## src/hw/rtl/sic_instruction_execute_defines.svh

```systemverilog
// Assertion macros for the SIC core RTL.
`ifndef SIC_INSTRUCTION_EXECUTE_DEFINES_SVH
`define SIC_INSTRUCTION_EXECUTE_DEFINES_SVH

// Check that the consequent holds in the same cycle as the antecedent.
`define SIC_ASSERT_SAME(lbl, ante, cons, msg) \
    lbl: assert property (@(posedge clk) disable iff (!rst_n) (ante) |-> (cons)) \
        else $error(msg);

// Check that the consequent holds in the cycle after the antecedent.
`define SIC_ASSERT_NEXT(lbl, ante, cons, msg) \
    lbl: assert property (@(posedge clk) disable iff (!rst_n) (ante) |=> (cons)) \
        else $error(msg);

`endif

```

## src/hw/rtl/sic_pkg.sv

```systemverilog
// Shared types and constants for the SIC core.
package sic_pkg;

    localparam int ADDR_BITS = 15;
    localparam int WORD_BITS = 24;
    localparam int STEP_BITS = $clog2(WORD_BITS);

    // Command codes
    localparam logic [1:0] CMD_WRITE = 2'd0;
    localparam logic [1:0] CMD_START = 2'd1;
    localparam logic [1:0] CMD_EXEC  = 2'd2;

    // Condition codes
    localparam logic [1:0] CC_LT = 2'd0;
    localparam logic [1:0] CC_EQ = 2'd1;
    localparam logic [1:0] CC_GT = 2'd2;

    // Status codes
    localparam logic [1:0] ST_OK    = 2'd0;
    localparam logic [1:0] ST_DIV0  = 2'd1;
    localparam logic [1:0] ST_BADOP = 2'd2;

    // Opcodes
    localparam logic [7:0] OP_LDA  = 8'h00;
    localparam logic [7:0] OP_LDX  = 8'h04;
    localparam logic [7:0] OP_LDL  = 8'h08;
    localparam logic [7:0] OP_STA  = 8'h0C;
    localparam logic [7:0] OP_STX  = 8'h10;
    localparam logic [7:0] OP_STL  = 8'h14;
    localparam logic [7:0] OP_ADD  = 8'h18;
    localparam logic [7:0] OP_SUB  = 8'h1C;
    localparam logic [7:0] OP_MUL  = 8'h20;
    localparam logic [7:0] OP_DIV  = 8'h24;
    localparam logic [7:0] OP_COMP = 8'h28;
    localparam logic [7:0] OP_TIX  = 8'h2C;
    localparam logic [7:0] OP_JEQ  = 8'h30;
    localparam logic [7:0] OP_JGT  = 8'h34;
    localparam logic [7:0] OP_JLT  = 8'h38;
    localparam logic [7:0] OP_J    = 8'h3C;
    localparam logic [7:0] OP_AND  = 8'h40;
    localparam logic [7:0] OP_OR   = 8'h44;
    localparam logic [7:0] OP_JSUB = 8'h48;
    localparam logic [7:0] OP_RSUB = 8'h4C;
    localparam logic [7:0] OP_LDCH = 8'h50;
    localparam logic [7:0] OP_STCH = 8'h54;
    localparam logic [7:0] OP_STSW = 8'hE8;

    // Request from the sequencer to the multiply/divide unit
    typedef struct packed {
        logic start;
        logic is_div;
    } alu_req_t;

endpackage

```

## src/hw/rtl/sic_alu.sv

```systemverilog
// Iterative 24-bit multiply and signed divide unit, one bit per cycle.
module sic_alu (
    input  logic                           clk,
    input  logic                           rst_n,
    input  sic_pkg::alu_req_t              req,
    input  logic [sic_pkg::WORD_BITS-1:0]  opa,
    input  logic [sic_pkg::WORD_BITS-1:0]  opb,
    output logic                           done,
    output logic [sic_pkg::WORD_BITS-1:0]  result
);
    import sic_pkg::*;

    logic                 running_reg;
    logic                 done_reg;
    logic                 div_reg;
    logic                 neg_reg;
    logic [STEP_BITS-1:0] step_reg;
    logic [WORD_BITS-1:0] acc_reg;   // product, or quotient bits shifting in
    logic [WORD_BITS-1:0] opa_reg;   // multiplicand, or dividend magnitude
    logic [WORD_BITS-1:0] opb_reg;   // multiplier, or divisor magnitude
    logic [WORD_BITS-1:0] rem_reg;

    logic [WORD_BITS-1:0] mag_a;
    logic [WORD_BITS-1:0] mag_b;
    logic [WORD_BITS:0]   rem_sh;
    logic [WORD_BITS:0]   rem_diff;

    // Take magnitudes of the signed operands
    assign mag_a = opa[WORD_BITS-1] ? (~opa + 1'b1) : opa;
    assign mag_b = opb[WORD_BITS-1] ? (~opb + 1'b1) : opb;

    // Shift in the next dividend bit and trial-subtract
    assign rem_sh   = {rem_reg, opa_reg[WORD_BITS-1]};
    assign rem_diff = rem_sh - {1'b0, opb_reg};

    // Control: count one step a cycle
    always_ff @(posedge clk or negedge rst_n) begin
        if (!rst_n) begin
            running_reg <= 1'b0;
            done_reg    <= 1'b0;
            step_reg    <= '0;
        end
        else begin
            done_reg <= 1'b0;
            if (req.start) begin
                running_reg <= 1'b1;
                step_reg    <= '0;
            end
            else if (running_reg) begin
                step_reg <= step_reg + 1'b1;
                if (step_reg == STEP_BITS'(WORD_BITS - 1)) begin
                    running_reg <= 1'b0;
                    done_reg    <= 1'b1;
                end
            end
        end
    end

    // Datapath: shift-add multiply or restoring divide
    always_ff @(posedge clk) begin
        if (req.start) begin
            div_reg <= req.is_div;
            neg_reg <= opa[WORD_BITS-1] ^ opb[WORD_BITS-1];
            acc_reg <= '0;
            rem_reg <= '0;
            opa_reg <= req.is_div ? mag_a : opa;
            opb_reg <= req.is_div ? mag_b : opb;
        end
        else if (running_reg) begin
            if (div_reg) begin
                opa_reg <= {opa_reg[WORD_BITS-2:0], 1'b0};
                if (!rem_diff[WORD_BITS]) begin
                    rem_reg <= rem_diff[WORD_BITS-1:0];
                    acc_reg <= {acc_reg[WORD_BITS-2:0], 1'b1};
                end
                else begin
                    rem_reg <= rem_sh[WORD_BITS-1:0];
                    acc_reg <= {acc_reg[WORD_BITS-2:0], 1'b0};
                end
            end
            else begin
                if (opb_reg[0]) begin
                    acc_reg <= acc_reg + opa_reg;
                end
                opa_reg <= {opa_reg[WORD_BITS-2:0], 1'b0};
                opb_reg <= {1'b0, opb_reg[WORD_BITS-1:1]};
            end
        end
    end

    assign done   = done_reg;
    assign result = (div_reg && neg_reg) ? (~acc_reg + 1'b1) : acc_reg;

endmodule

```

## config.mk

```make
export PLATFORM = sky130hd
export DESIGN_NAME = sic_alu
export DESIGN_NICKNAME = d
export VERILOG_FILES = /design/src/hw/rtl/sic_instruction_execute_defines.svh /design/src/hw/rtl/sic_pkg.sv /design/src/hw/rtl/sic_alu.sv
export SDC_FILE = /design/constraint.sdc
export NUM_CORES = 1
export LEC_CHECK = 0
export BUFFER_PORTS_ARGS = -buffer_cell sky130_fd_sc_hd__buf_4
export CORE_UTILIZATION = 35
export DETAILED_ROUTE_END_ITERATION = 10
export PLACE_DENSITY = 0.63
export RECOVER_POWER = 100
export SLEW_MARGIN = 20
export SYNTH_ARGS = -nofsm -noshare
export SYNTH_HDL_FRONTEND = slang
export SYNTH_SLANG_ARGS = --single-unit
```

## constraint.sdc

```tcl
create_clock -name clk -period 4.78 [get_ports clk]
set_input_delay 0.717 -clock clk [delete_from_list [all_inputs] [get_ports clk]]
set_output_delay 0.717 -clock clk [all_outputs]
set_load 0.02 [all_outputs]
```

## Word-level counts from Yosys, hierarchy flattened

Cells that the tools add are included.

| word-level totals | value |
|---|---|
| memories | 0 |
| register bits | 105 |
| output and inout port bits | 25 |
| ROM bits | 0 |
| bits in latches | 0 |
| word-level logic and storage cells | 49 |
| bits in writable memories | 0 |
| input bits | 52 |

| cells by class | value |
|---|---|
| $mul | 0 |
| shift operators | 0 |
| eq/ne operators | 2 |
| $lt $le $gt $ge | 0 |
| bitwise operators | 4 |
| mux-type cells | 22 |
| add/subtract/negate cells | 6 |
| reductions and logical operators | 6 |
| div/mod/pow operators | 0 |

Operators with widths:

| operator | count |
|---|---|
| 2-to-1 mux 24 bit | 13 |
| adder 24 x 1 -> 24 bit (second input constant) | 3 |
| NOT 24 bit | 3 |
| subtractor 25 x 24 -> 25 bit | 1 |
| adder 24 bit | 1 |
| 2-to-1 mux 5 bit | 2 |
| 2-to-1 mux 1 bit | 7 |
| AND reduction 2 bit | 3 |
| adder 5 x 1 -> 5 bit (second input constant) | 1 |
| equality test 5 bit (second input constant) | 1 |
| nonzero test 2 bit | 2 |
| != test 2 bit (second input constant) | 1 |
| logical AND 1 bit | 1 |
| XOR 1 bit | 1 |

## Depth between registers and ports, before layout

| depth | value |
|---|---|
| depth after elaboration | 5 |
| gate-level depth with buffers | 14 |
| gate-level depth less buffers | 13 |

## Worst setup path after synthesis

No wires, ideal clock.

| timing path | value |
|---|---|
| path kind | reg2reg |
| start point | reg opa_reg[23] |
| end point | reg rem_reg[10] |
| slack | 1.721 ns |
| required time | 4.692 ns |
| arrival | 2.971 ns |
| stages on the path, launching flop included | 14 |
| clock period less this slack | 3.059 ns |
| cells stage by stage | edfxtp_1 > inv_1 > ha_1 > inv_1 > fa_1 > a211oi_2 > o211ai_1 > nand2_2 > o21ai_2 > a221oi_4 > xnor2_2 > clkbuf_1 > nand2_1 > a311oi_2 |

| on the way | value |
|---|---|
| word-level cells in the longest chain between the ends | 2 |

RTL lines:

| element | RTL line | RTL |
|---|---|---|
| from (decl) | sic_alu.sv:19 | `logic [WORD_BITS-1:0] opa_reg;` |
| from (signal assigned) | sic_alu.sv:66 | `opa_reg <= req.is_div ? mag_a : opa;` |
| from (signal assigned) | sic_alu.sv:71 | `opa_reg <= {opa_reg[WORD_BITS-2:0], 1'b0};` |
| from (signal assigned) | sic_alu.sv:85 | `opa_reg <= {opa_reg[WORD_BITS-2:0], 1'b0};` |
| subtractor 25 x 24 -> 25 bit | sic_alu.sv:34 | `assign rem_diff = rem_sh - {1'b0, opb_reg};` |
| 2-to-1 mux 24 bit | sic_alu.sv:72 | `if (!rem_diff[WORD_BITS]) begin` |
| to (signal assigned) | sic_alu.sv:73 | `rem_reg <= rem_diff[WORD_BITS-1:0];` |
| to (signal assigned) | sic_alu.sv:77 | `rem_reg <= rem_sh[WORD_BITS-1:0];` |
| to (decl) | sic_alu.sv:21 | `logic [WORD_BITS-1:0] rem_reg;` |

No other way between the ends.
A chain may end at the register's enable or synchronous reset.

## Worst setup path after layout

| timing path | value |
|---|---|
| start point | reg opa_reg[23] |
| end point | reg rem_reg[1] |

The elaborated chain is that of the path after synthesis.

==> metrics.txt <==
via count 7432; first drt pass iteration count 4; post-synthesis mux area share 0.3589%; area share of fa/ha/maj cells after synthesis 8.105%; Fin Clk Skew 0.009057 ns; highest cell delay on the worst timing path 1.03 ns; ys flop type edfxtp_1; number of placement rows 56; overall die width 156.6 um; Pleak 3.772 nW; Crit path max-delay family compound AO/OA/AOI/OAI gates; pin count of the biggest net entering global routing 80; Arrival @ worst endpoint 4.36 ns; clock latency at the later pin of the worst-skew pair 0.36 ns; fmax 242.9 MHz; Min-Delay Path Class in -> async; yosys warns 0; post-synthesis compound-gate area fraction 23.97%; root buffer cell clkbuf_16; first-pass GRT wire length 34600 um; uppermost layer routed met4; placed insts 1386; number of synthesized flops with an enable pin 50; vias per cell 5.301; M1 WL 11140 um; synthesized area 0.008367 sq mm; # diodes 0; sw frac 41.07%; DRC 0; main combinational cell family by area after synthesis compound AO/OA/AOI/OAI gates; Net Sw Power 1.499 mW; DR WL met2 8999 um; reg-to-reg startpoint opa_reg[23]; status complete, but fails checks; CP Class reg -> reg; most frequent cells in the layout 128 x nor2_1, 115 x nand2_1, 107 x a21oi_1; Synth async-reset ratio 6.667%; WL/cell 15.05 um; final period utilization 86.13%; internal power 2.151 mW; CTS resizes 0; drt total wl 21100 um; Ports 77; Crit. End Element register; WP buf/inv 2; CTS Buf Count 9; total die area 0.02453 sq mm; Seq/Total Area, Yosys 31.52%; worst endpoint required time 5.02 ns; Synth Area in XOR/XNOR 11.20%; fraction of layout instances using a drive strength above 1 8.126%; clock sinks 105; post-route ant nets 0; GP Congestion 0.8477; total gr overflow 0; Max clock buf depth 2; worst setup path start opa_reg[23]; NumNets Final 1183; hpwl dp 15730 um; crit-path max FO 19; Least-Margin Pin Slew 1.709 ns; number of global-route vias before repair 6855; gr usage total 17.64%; failing checks capacitance limit, slew limit; CORE AREA 0.02347 sq mm; Initial Util 35.64%; Chip Height 156.6 um; maximum VDD drop 137.2 uV; post-synthesis simple-gate area fraction 20.25%; synthesized flop and latch total 105; Critical Path Slowest Stage Cell a221oi_1; syn nets 1141; synthesized area per cell 8.076 sq um; Finish-stage setup viols 0; metal3 WL 665 um; fillers 2423; post-CTS setup buffers 0; Comb pwr share 44.2%; area grow syn2layout 11.31%; DR iter-0 viols 414; PwrDens 392.0 mW/mm^2; slew margin rel. -13.93%; sequential share of power 34.1%; # hold bufs at CTS 0; Clk pwr share 21.8%; Layout Cells excl Fill 1402; min Tclk post-route 4.117 ns; CTS tree done; CTS H-Tree Depth 3; max-cap violations 2; max-slew violations 101; RSZ-0062 raised after global routing no; antenna violations before repair 0; clock transition at the registers of the reported paths 0.08 ns; PortBufs 76; CP Launch Type register; setup TNS 0 ns; synth unique cells 70; Gate Count Post-Synth 1036; Hold Vio Cnt, Final 0; worst path cell trace inv_1 > ha_1 > inv_1 > fa_1 > a211oi_2 > o211ai_1 > nand2_1 > o21ai_2 > a221oi_1 > xor2_4 > nand2_1 > a311oi_1; commonest non-fill, non-tap cell in the layout nor2_1
[power groups by stage]
stage,sequential [mW],combinational [mW],clock [mW]
after detailed placement,1.26,1.68,0
after global placement,1.26,1.67,0
after floorplan,1.20,1.29,0
after CTS,1.24,1.69,0.811
final,1.24,1.61,0.795
after global routing,1.26,1.81,0.842
[path summary, 6_finish.rpt]
check | depth (start not counted) | endpoint | slack [ns]
worst min register to register | 2 | rem_reg[20] | 0.48
worst max register to register | 12 | rem_reg[1] | 0.66
worst max-delay path | 12 | rem_reg[1] | 0.66
min in group clk | 2 | rem_reg[20] | 0.48
max in group asynchronous | 1 | step_reg[0] | 4.27
worst min-delay path | 1 | step_reg[3] | 0.24
[synth_stat cells (10+ instances only)]
master,count,area (sq um)
o21ai_0,59,295.3
a21oi_1,107,535.5
edfxtp_1,50,1501
nor2_1,128,480.5
ha_1,51,638.1
nor3_1,21,105.1
a211oi_1,16,120.1
o211ai_1,10,75.07
clkbuf_1,46,172.7
nand2_2,10,62.56
dfxtp_1,48,960.9
a311oi_1,14,122.6
xnor2_1,54,473.0
a21o_1,22,165.2
nand2_1,112,420.4
nor2b_1,10,62.56
nand3_1,16,80.08
inv_1,46,172.7
xor2_1,48,420.4
nor4_1,16,100.1
[per-layer routing]
| metal | vias up | global-route usage (%) |
|---|---|---|
| met5 | - | 0 |
| met4 | 0 | 4.622 |
| met3 | 21 | 2.299 |
| met2 | 121 | 26.93 |
| met1 | 3465 | 25.91 |
| li1 | 3825 | - |
[worst register-to-register path, cell delays in order (launching register included)]
cell	delay, ns
edfxtp_1	0.45
inv_1	0.09
ha_1	0.17
inv_1	0.06
fa_1	0.42
a211oi_2	0.32
o211ai_1	0.14
nand2_1	0.20
o21ai_2	0.12
a221oi_1	1.03
xor2_4	0.59
nand2_1	0.12
a311oi_1	0.30
[cell type report]
type,count,area (sq um),area share (%)
Multi-Input combinational cell,833,5295,56.86
Tap cell,319,399.1,4.286
Clock inverter,6,75.07,0.8061
Sequential cell,105,2638,28.32
Inverter,46,172.7,1.854
Timing Repair Buffer,83,504.2,5.414
Clock buffer,10,229.0,2.459
[stage by stage]
step                      area, sq um  hold WS (ns)  worst slack (ns)  util [%]  power, mW
after floorplan                  8367        0.4214             1.721         -      2.493
after global routing             9313        0.2645            0.2724     39.67      3.913
after global placement           9178        0.4663             1.157     39.10      2.931
after detailed placement         9178        0.4709             1.128     39.10      2.942
after CTS                        9482        0.1476            0.7225     40.39      3.743
final                            9313        0.2397            0.6628     39.67      3.650
[cell families (layout without fill, tap and decap cells)]
family / after synthesis / count (layout)
XOR/XNOR: 104 / 104
multiplexers: 3 / 3
flip-flops: 105 / 105
AND/OR/NAND/NOR: 369 / 369
buffers and inverters: 98 / 145
adder cells (fa/ha/maj): 53 / 53
AO/OA/AOI/OAI: 304 / 304
Power figures use the tool's default switching activity.
